===== src/rtl/mlptw_pkg.sv =====
package mlptw_pkg;

   // default geometry of the walker
   localparam int PAGE_OFFSET_BITS_DEF = 12;
   localparam int LEVEL_COUNT_DEF      = 4;
   localparam int FRAME_COUNT_DEF      = 16;

   // fixed field widths
   localparam int VA_W          = 48;
   localparam int PA_W          = 16;
   localparam int REQ_TDATA_W   = 56;
   localparam int RSP_TDATA_W   = 24;
   localparam int ENTRY_IDX_SUB = 3;

   // request operation codes
   localparam logic OP_TRANSLATE = 1'b0;
   localparam logic OP_ALLOCATE  = 1'b1;

   // controller to datapath commands
   typedef struct packed {
      logic clear_step;
      logic accept;
      logic root_take;
      logic walk_begin;
      logic walk_step;
      logic entry_alloc;
      logic res_load;
      logic res_mapped;
      logic res_oof;
      logic out_load;
   } cmd_type;

   // datapath to controller status
   typedef struct packed {
      logic clear_last;
      logic root_zero;
      logic frames_left;
      logic req_alloc;
      logic op_alloc;
      logic entry_valid;
      logic last_level;
   } status_type;

endpackage


===== src/rtl/mlptw_ctrl.sv =====
module mlptw_ctrl
   import mlptw_pkg::*;
(
   input  logic       clock,
   input  logic       reset,
   input  status_type status,
   output cmd_type    cmd,
   input  logic       req_tvalid,
   output logic       req_tready,
   output logic       rsp_tvalid,
   input  logic       rsp_tready
);

   typedef enum logic [3:0] {
      ST_CLEAR = 4'b0001,
      ST_IDLE  = 4'b0010,
      ST_WALK  = 4'b0100,
      ST_DONE  = 4'b1000
   } state_type;

   state_type state_ff;
   state_type state_in;
   logic      rsp_tvalid_ff;
   logic      rsp_tvalid_in;
   logic      slot_free;
   logic      accept;

   assign slot_free  = !rsp_tvalid_ff || rsp_tready;
   assign req_tready = (state_ff == ST_IDLE) || ((state_ff == ST_DONE) && slot_free);
   assign accept     = req_tvalid && req_tready;

   // next state and commands
   always_comb begin
      state_in = state_ff;
      cmd      = '0;
      case (state_ff)
         ST_CLEAR: begin
            cmd.clear_step = 1'b1;
            if (status.clear_last) begin
               state_in = ST_IDLE;
            end
         end
         ST_IDLE, ST_DONE: begin
            if (state_ff == ST_DONE) begin
               cmd.out_load = slot_free;
               if (slot_free) begin
                  state_in = ST_IDLE;
               end
            end
            if (accept) begin
               cmd.accept = 1'b1;
               if (!status.root_zero) begin
                  cmd.walk_begin = 1'b1;
                  state_in       = ST_WALK;
               end else if (!status.req_alloc) begin
                  cmd.res_load = 1'b1;
                  state_in     = ST_DONE;
               end else if (!status.frames_left) begin
                  cmd.res_load = 1'b1;
                  cmd.res_oof  = 1'b1;
                  state_in     = ST_DONE;
               end else begin
                  cmd.root_take  = 1'b1;
                  cmd.walk_begin = 1'b1;
                  state_in       = ST_WALK;
               end
            end
         end
         ST_WALK: begin
            cmd.walk_step = 1'b1;
            if (status.entry_valid) begin
               if (status.last_level) begin
                  cmd.res_load   = 1'b1;
                  cmd.res_mapped = 1'b1;
                  state_in       = ST_DONE;
               end
            end else if (!status.op_alloc) begin
               cmd.res_load = 1'b1;
               state_in     = ST_DONE;
            end else if (!status.frames_left) begin
               cmd.res_load = 1'b1;
               cmd.res_oof  = 1'b1;
               state_in     = ST_DONE;
            end else begin
               cmd.entry_alloc = 1'b1;
               if (status.last_level) begin
                  cmd.res_load   = 1'b1;
                  cmd.res_mapped = 1'b1;
                  state_in       = ST_DONE;
               end
            end
         end
         default: begin
            state_in = ST_CLEAR;
         end
      endcase
   end

   // result transaction valid
   assign rsp_tvalid_in = cmd.out_load || (rsp_tvalid_ff && !rsp_tready);

   always_ff @(posedge clock) begin
      if (reset) begin
         state_ff      <= ST_CLEAR;
         rsp_tvalid_ff <= 1'b0;
      end else begin
         state_ff      <= state_in;
         rsp_tvalid_ff <= rsp_tvalid_in;
      end
   end

   assign rsp_tvalid = rsp_tvalid_ff;

   // an accepted request either walks or finishes at once
   a_accept_next: assert property (@(posedge clock) disable iff (reset)
      accept |=> ((state_ff == ST_WALK) || (state_ff == ST_DONE)))
      else $error("accepted request went nowhere");

   // a result only appears out of the done state
   a_rsp_source: assert property (@(posedge clock) disable iff (reset)
      $rose(rsp_tvalid_ff) |-> $past(state_ff == ST_DONE))
      else $error("result raised outside the done state");

   // no allocation outside a walk of an allocate request
   a_alloc_walk: assert property (@(posedge clock) disable iff (reset)
      cmd.entry_alloc |-> ((state_ff == ST_WALK) && status.op_alloc && status.frames_left))
      else $error("entry allocated outside an allocate walk");

endmodule


===== config.mk =====
export PLATFORM = sky130hd
export DESIGN_NAME = mlptw_ctrl
export DESIGN_NICKNAME = d
export VERILOG_FILES = /design/src/rtl/mlptw_pkg.sv /design/src/rtl/mlptw_ctrl.sv
export SDC_FILE = /design/constraint.sdc
export NUM_CORES = 1
export LEC_CHECK = 0
export CAP_MARGIN = 5
export CORE_AREA = 5 5 42 44
export CTS_BUF_LIST = sky130_fd_sc_hd__clkbuf_4 sky130_fd_sc_hd__clkbuf_8 sky130_fd_sc_hd__clkbuf_16
export CTS_CLUSTER_DIAMETER = 50
export DETAILED_ROUTE_END_ITERATION = 10
export DIE_AREA = 0 0 47 49
export DONT_BUFFER_PORTS = 1
export PLACE_DENSITY = 0.61
export SETUP_SLACK_MARGIN = 0.02
export SLEW_MARGIN = 20
export SYNTH_ARGS = -nofsm -noshare
export SYNTH_HDL_FRONTEND = slang
export SYNTH_SLANG_ARGS = --single-unit

===== constraint.sdc =====
create_clock -name clock -period 1.4 [get_ports clock]
set_clock_uncertainty 0.1 [all_clocks]
set_input_delay 0.14 -clock clock [delete_from_list [all_inputs] [get_ports clock]]
set_output_delay 0.14 -clock clock [all_outputs]
set_load 0.05 [all_outputs]

==> results of run 1 <==
-- flip-flops by register name, indices dropped and copies added (netlist names) --
name	cells
rsp_tvalid	1
state_ff	4
-- routing by layer --
layer | up-vias | track usage, % | wire length [um]
met1 | 292 | 19.1 | 703
met5 | - | 0 | 0
met3 | 4 | 1.85 | 100
li1 | 304 | - | -
met4 | 0 | 10.6 | 27
met2 | 17 | 22.9 | 942
-- cell type report --
cell class | count | area [sq um]
Fill cell | 101 | 377
Clock buffer | 4 | 30.0
Sequential cell | 5 | 114
Inverter | 2 | 11.3
Timing Repair Buffer | 33 | 365
Multi-Input combinational cell | 53 | 484
Tap cell | 16 | 20.0
-- kinds of logic (layout without fill, tap and decap cells) --
family / Yosys count / in the layout
DFF: 5 / 5
AOI/OAI and AO/OA: 18 / 18
xor gates and xnor gates: 1 / 1
and+or+nand+nor: 34 / 34
buffers and inverters: 6 / 39
-- cells in the final DEF, fill, tap and decap left out, types with 2 or more instances in the layout --
master / instances
nor2_1: 5
a21oi_1: 3
nand3_4: 2
dfxtp_4: 3
clkbuf_4: 4
buf_6: 4
a21oi_2: 2
buf_4: 18
nor2_4: 4
dfxtp_2: 2
o31ai_2: 2
nand2b_1: 4
dlygate4sd3_1: 3
buf_12: 7
-- power by group through the flow --
stage / sequential, mW / combinational (mW) / clock [mW]
global route: 0.254 / 0.998 / 0.210
floorplan: 0.228 / 0.495 / 0
detailed placement: 0.239 / 0.704 / 0
CTS: 0.242 / 0.817 / 0.197
global placement: 0.235 / 0.697 / 0
finish: 0.246 / 0.927 / 0.188
-- critical path, stage by stage (launching register included) --
cell and delay, ns:
dfxtp_4 0.36, nor4b_4 0.34, nand3b_1 0.25, a21oi_4 0.24
buf_12 0.15
-- worst min path at each step --
stage,start,to,slack [ns]
floorplan,reset,rsp_tvalid,0.1
global placement,reset,rsp_tvalid,0.10
detailed placement,reset,rsp_tvalid,0.10
CTS,req_tvalid,state_ff[3],0.07
global route,status[6],state_ff[1],0.11
finish,req_tvalid,state_ff[3],0.09
-- metrics by stage --
stage	setup TNS, ns	util (%)
2_1_floorplan	-3.85	-
3_3_place_gp	-0.686	57.3
3_5_place_dp	-1.00	57.3
4_1_cts	-3.18	67.7
5_1_grt	-4.42	73.1
6_report	-3.58	73.1
-- repair_timing --
item | 4_1_cts | 5_1_grt
gates resized for setup | 12 | 11
setup buffers | 6 | 4
pin swaps | 15 | 7
hold endpoints to repair | 5 | 0
hold buffers | 3 | 0
setup endpoints to repair | 15 | 15
gates cloned | 0 | 0
==> qor.csv, run 1 <==
stage,metric,value,unit
outcome,status,"finished, violations left",
outcome,failing checks,setup timing,
sta,"Slew Viols, Final",0,
critical_path,Critical R2R Launch,state_ff[1],
placed_design,I/O Buffers,0,
finish,Area Growth Syn to Fin,113,%
route,Avg WL per Cell,15.7,um
critical_path,Setup crit start,state_ff[1],
die,Core Region,1400,sq um
sta,Final Hold Vio Count,0,
logic_synthesis,number of flops mapped to enable cells by yosys,0,
placed_design,HPWL after DPL,1130,um
finish,design area,1020,sq um
critical_path,CP Max Fanout,5,
logic_synthesis,compound-cell area share of the yosys netlist,24.2,%
grt,first-pass GRT wire length,2610,um
critical_path,WS Path Type,flip-flop to primary output,
logic_synthesis,yosys warns,0,
finish,fraction of layout cells with a size suffix above 1,62.9,%
clock_network,Worst-Skew Late Latency,0.24,ns
route,post-route ant nets,0,
die,area of the die,2300,sq um
worst_hold_path,Min-Delay Path Depth,2,
sta,fmax,0.548,GHz
logic_synthesis,share of the synthesized area in the top cell type,20.8,%
logic_synthesis,fraction of the mapped netlist area in simple logic gates,46.2,%
logic_synthesis,mapped cell area,482,sq um
clock_network,clock buffer depth,2,
clock_network,CTS tree,built,
grt,largest net degree at the start of global routing,12,
placed_design,DP Area,803,sq um
finish,final std cells w/o fill,113,
clock_network,CTS Buf Count,3,
run,Max-cap violations,0,
logic_synthesis,register area share after synthesis,20.8,%
logic_synthesis,synthesis-stage register bit count,5,
critical_path,r2r endpoint,state_ff[2],
placed_design,post-placement cell count,97,
sta,setup violators final,14,
logic_synthesis,Cells after Synth,64,
logic_synthesis,XOR/XNOR share of the synthesized area,1.82,%
power,Lkg Pwr,0.415,nW
logic_synthesis,"area leader, netlist",dfxtp_1,
logic_synthesis,Post-synth top flop,dfxtp_1,
sta,min Tclk post-route,1.83,ns
logic_synthesis,top-count cell post-synth,nor2_1,
grt,Total GRT Usage,15.2,%
die,die width,47,um
critical_path,CP Capture Type,primary output,
route,final WL,1770,um
logic_synthesis,count of cell types in the netlist,32,
critical_path,r2r setup slk,-0.31,ns
power,Pint,764,uW
power,Final Power,1.36,mW
sta,Slew headroom,79.4,%
logic_synthesis,mux contribution to synthesized area,0,%
sta,final worst setup slack,-0.426,ns
sta,RSZ-0062 raised after global routing,yes,
power,VDD IR max,0.883,mV
finish,# diodes,0,
die,IO Pins,23,
logic_synthesis,syn_nets,75,
clock_network,htree depth,1,
power,Comb power frac,68.1,%
logic_synthesis,ys async rst share,0,%
clock_network,Clock Sinks,5,
route,via count,617,
power,Switching Share,43.9,%
route,Iter 0 DRT Violations,7,
grt,GR Overflow Total,0,
power,Flop pwr share,18.1,%
die,Starting Density,34.4,%
critical_path,reg2reg path depth,5,
sta,worst slew pin tran,0.306,ns
route,Via density,5.46,
worst_hold_path,Hold Path Class,input pin to flip-flop,
power,clock power share,13.8,%
route,number of remaining DRC errors,0,
grt,initial antenna violation count,0,
sta,Fin Hold WS,0.0869,ns
die,placement row count,14,
logic_synthesis,Post-Synth Adder-Cell Area,0,%
die,DIE HEIGHT,49,um
clock_network,clk slew on worst S/H paths,0.04,ns
placed_design,post-place setup slack,-0.190,ns
finish,Final nets,109,
clock_network,Root Driver,clkbuf_4,
grt,vias in the first global route,608,
power,Pwr per Cell Area,1330,nW/um^2
critical_path,Worst EP required,1.16,ns
route,Pre-antenna DRT Iters,2,
critical_path,CP startpoint kind,flip-flop,
power,NetSw,598,uW
logic_synthesis,main combinational cell family by area after synthesis,simple AND/OR/NAND/NOR gates,
sta,fin crit share,130,%
critical_path,Critical Path AT,1.59,ns
logic_synthesis,Commonest cells post-synth,"nor2_1, a21oi_1, dfxtp_1, nand2b_1",
critical_path,Worst Setup EP,cmd[1],
placed_design,GPL Wtd Cong,0.804,
logic_synthesis,Synth area leaders,"dfxtp_1, nor2_1, nand2b_1",
logic_synthesis,syn avg cell area,7.53,sq um
Power figures use the tool's default switching activity.
==> run 2, diff against run 1 <==
--- a/config.mk
+++ b/config.mk
@@ -13,6 +13,7 @@
 export DIE_AREA = 0 0 47 49
 export DONT_BUFFER_PORTS = 1
 export PLACE_DENSITY = 0.61
+export REMOVE_ABC_BUFFERS = 1
 export SETUP_SLACK_MARGIN = 0.02
 export SLEW_MARGIN = 20
 export SYNTH_ARGS = -nofsm -noshare
==> run 2 against run 1 <==
The flow still finishes with violations (setup timing). Final area down 7.0%. Register-to-register slack better by 0.08 ns. Final cell count unchanged. Critical path type unchanged. Critical endpoint unchanged.
==> qor.csv, run 2 (same netlist as run 1, synthesis figures left out) <==
stage,metric,value,unit,change
clock_network,Clock Sinks,5,,unchanged
clock_network,clock buffer depth,2,,unchanged
critical_path,CP Capture Type,primary output,,
finish,"commonest non-fill, non-tap cell in the layout",buf_4,,
clock_network,CTS tree,built,,
outcome,status,"finished, violations left",,
placed_design,HPWL after DPL,1060,um,-6.1%
sta,setup violators final,14,,unchanged
clock_network,CTS Buf Count,3,,unchanged
placed_design,I/O Buffers,0,,unchanged
grt,Total GRT Usage,16.4,%,+1.2 points
placed_design,GPL Wtd Cong,0.789,,-2.0%
grt,GR Overflow Total,0,,unchanged
run,Max-cap violations,0,,unchanged
critical_path,CP Max Fanout,6,,+1
sta,Final Hold Vio Count,0,,unchanged
critical_path,Worst EP required,1.16,ns,about the same
die,placement row count,14,,unchanged
sta,setup TNS,-3.20,ns,+0.373 ns
route,Via density,5.58,,+2.1%
sta,Slew headroom,78.0,%,-1.4 points
sta,"Slew Viols, Final",0,,unchanged
route,Pre-antenna DRT Iters,4,,+2
grt,initial antenna violation count,0,,unchanged
critical_path,CP startpoint kind,flip-flop,,
sta,fmax,0.571,GHz,+4.2%
finish,Area Growth Syn to Fin,97.9,%,
finish,Final nets,109,,unchanged
die,Core Region,1400,sq um,unchanged
die,DIE HEIGHT,49,um,unchanged
clock_network,Root Driver,clkbuf_4,,
sta,min Tclk post-route,1.75,ns,-0.0731 ns
finish,max FFs per register,4,,unchanged
sta,fin crit share,125,%,-5.2 points
sta,RSZ-0062 raised after global routing,yes,,
clock_network,Worst-Skew Late Latency,0.26,ns,+0.02 ns
clock_network,clk slew on worst S/H paths,0.05,ns,about the same
die,die width,47,um,unchanged
power,Pwr per Cell Area,1490,nW/um^2,+12%
power,VDD IR max,0.691,mV,-22%
grt,vias in the first global route,646,,+6.3%
die,area of the die,2300,sq um,unchanged
die,IO Pins,23,,unchanged
sta,final worst setup slack,-0.353,ns,+0.0731 ns
route,number of remaining DRC errors,0,,unchanged
finish,most frequent cells in the layout,"buf_4, buf_6, nor2_1",,
finish,Reg with most FFs,state_ff,,
route,Iter 0 DRT Violations,9,,+2
grt,largest net degree at the start of global routing,9,,-3
route,post-route ant nets,0,,unchanged
critical_path,WS Path Type,flip-flop to primary output,,
sta,Fin Hold WS,0.0357,ns,-0.0512 ns
route,final WL,1840,um,+3.5%
outcome,failing checks,setup timing,,
finish,fraction of layout cells with a size suffix above 1,58.8,%,-4.1 points
grt,first-pass GRT wire length,2780,um,+6.6%
route,Avg WL per Cell,16.2,um,+3.5%
route,via count,630,,+2.1%
sta,worst slew pin tran,0.327,ns,+0.0207 ns
critical_path,Critical Path AT,1.51,ns,-0.08 ns
power,Lkg Pwr,0.413,nW,-0.33%
clock_network,htree depth,1,,unchanged
finish,# diodes,0,,unchanged
die,Starting Density,34.4,%,unchanged
worst_hold_path,Hold Path Class,input pin to flip-flop,,
run 2: per-layer routing:
metal	GRT usage (%)	vias to the layer above	wire length [um]	part of all wire, %
met4	8.29	0	86	4.7
li1	-	301	-	-
met3	4.06	9	135	7.4
met2	26.7	27	954	52
met5	0	-	0	0
met1	18.8	293	658	36
run 2: power breakdown:
part           switching (mW)  total [mW]  internal (mW)
sequential             0.0662       0.258          0.191
clock                  0.0815       0.210          0.129
combinational           0.468       0.949          0.481
total                   0.616        1.42          0.801
run 2: area by class of cell:
cell class / count / area, sq um
Clock buffer: 4 / 30.0
Fill cell: 114 / 448
Inverter: 2 / 7.51
Multi-Input combinational cell: 53 / 443
Sequential cell: 5 / 110
Tap cell: 16 / 20.0
Timing Repair Buffer: 33 / 343
run 2: worst paths after layout:
kind                from           to  slack [ns]  cells after the start
min reg2reg  state_ff[1]   rsp_tvalid        0.55                      2
min           req_tvalid  state_ff[2]        0.04                      3
max reg2reg  state_ff[3]  state_ff[3]       -0.23                      6
max          state_ff[0]       cmd[1]       -0.35                      5
run 2: per-stage QoR:
step	instance area, sq um	total power [mW]	instances	utilization (%)	setup slack (ns)
after CTS	861	1.26	111	61.4	-0.315
after global placement	711	0.892	100	50.7	-0.117
after floorplan	455	0.642	60	-	-1.02
after global routing	953	1.50	113	68.0	-0.430
final	953	1.42	113	68.0	-0.353
after detailed placement	711	0.900	100	50.7	-0.134
run 2: worst max-delay path, cell delays in order (launching register included):
cell	delay, ns
dfxtp_2	0.35
nor4b_4	0.27
buf_4	0.18
nand3b_1	0.11
a21oi_2	0.16
buf_6	0.17
run 2: what timing repair did:
| item | 4_1_cts | 5_1_grt |
|---|---|---|
| pin swaps | 10 | 7 |
| setup buffers | 4 | 2 |
| gates resized for setup | 18 | 19 |
| hold buffers | 3 | 0 |
| setup endpoints to repair | 15 | 15 |
| endpoints found under the hold margin | 5 | 0 |
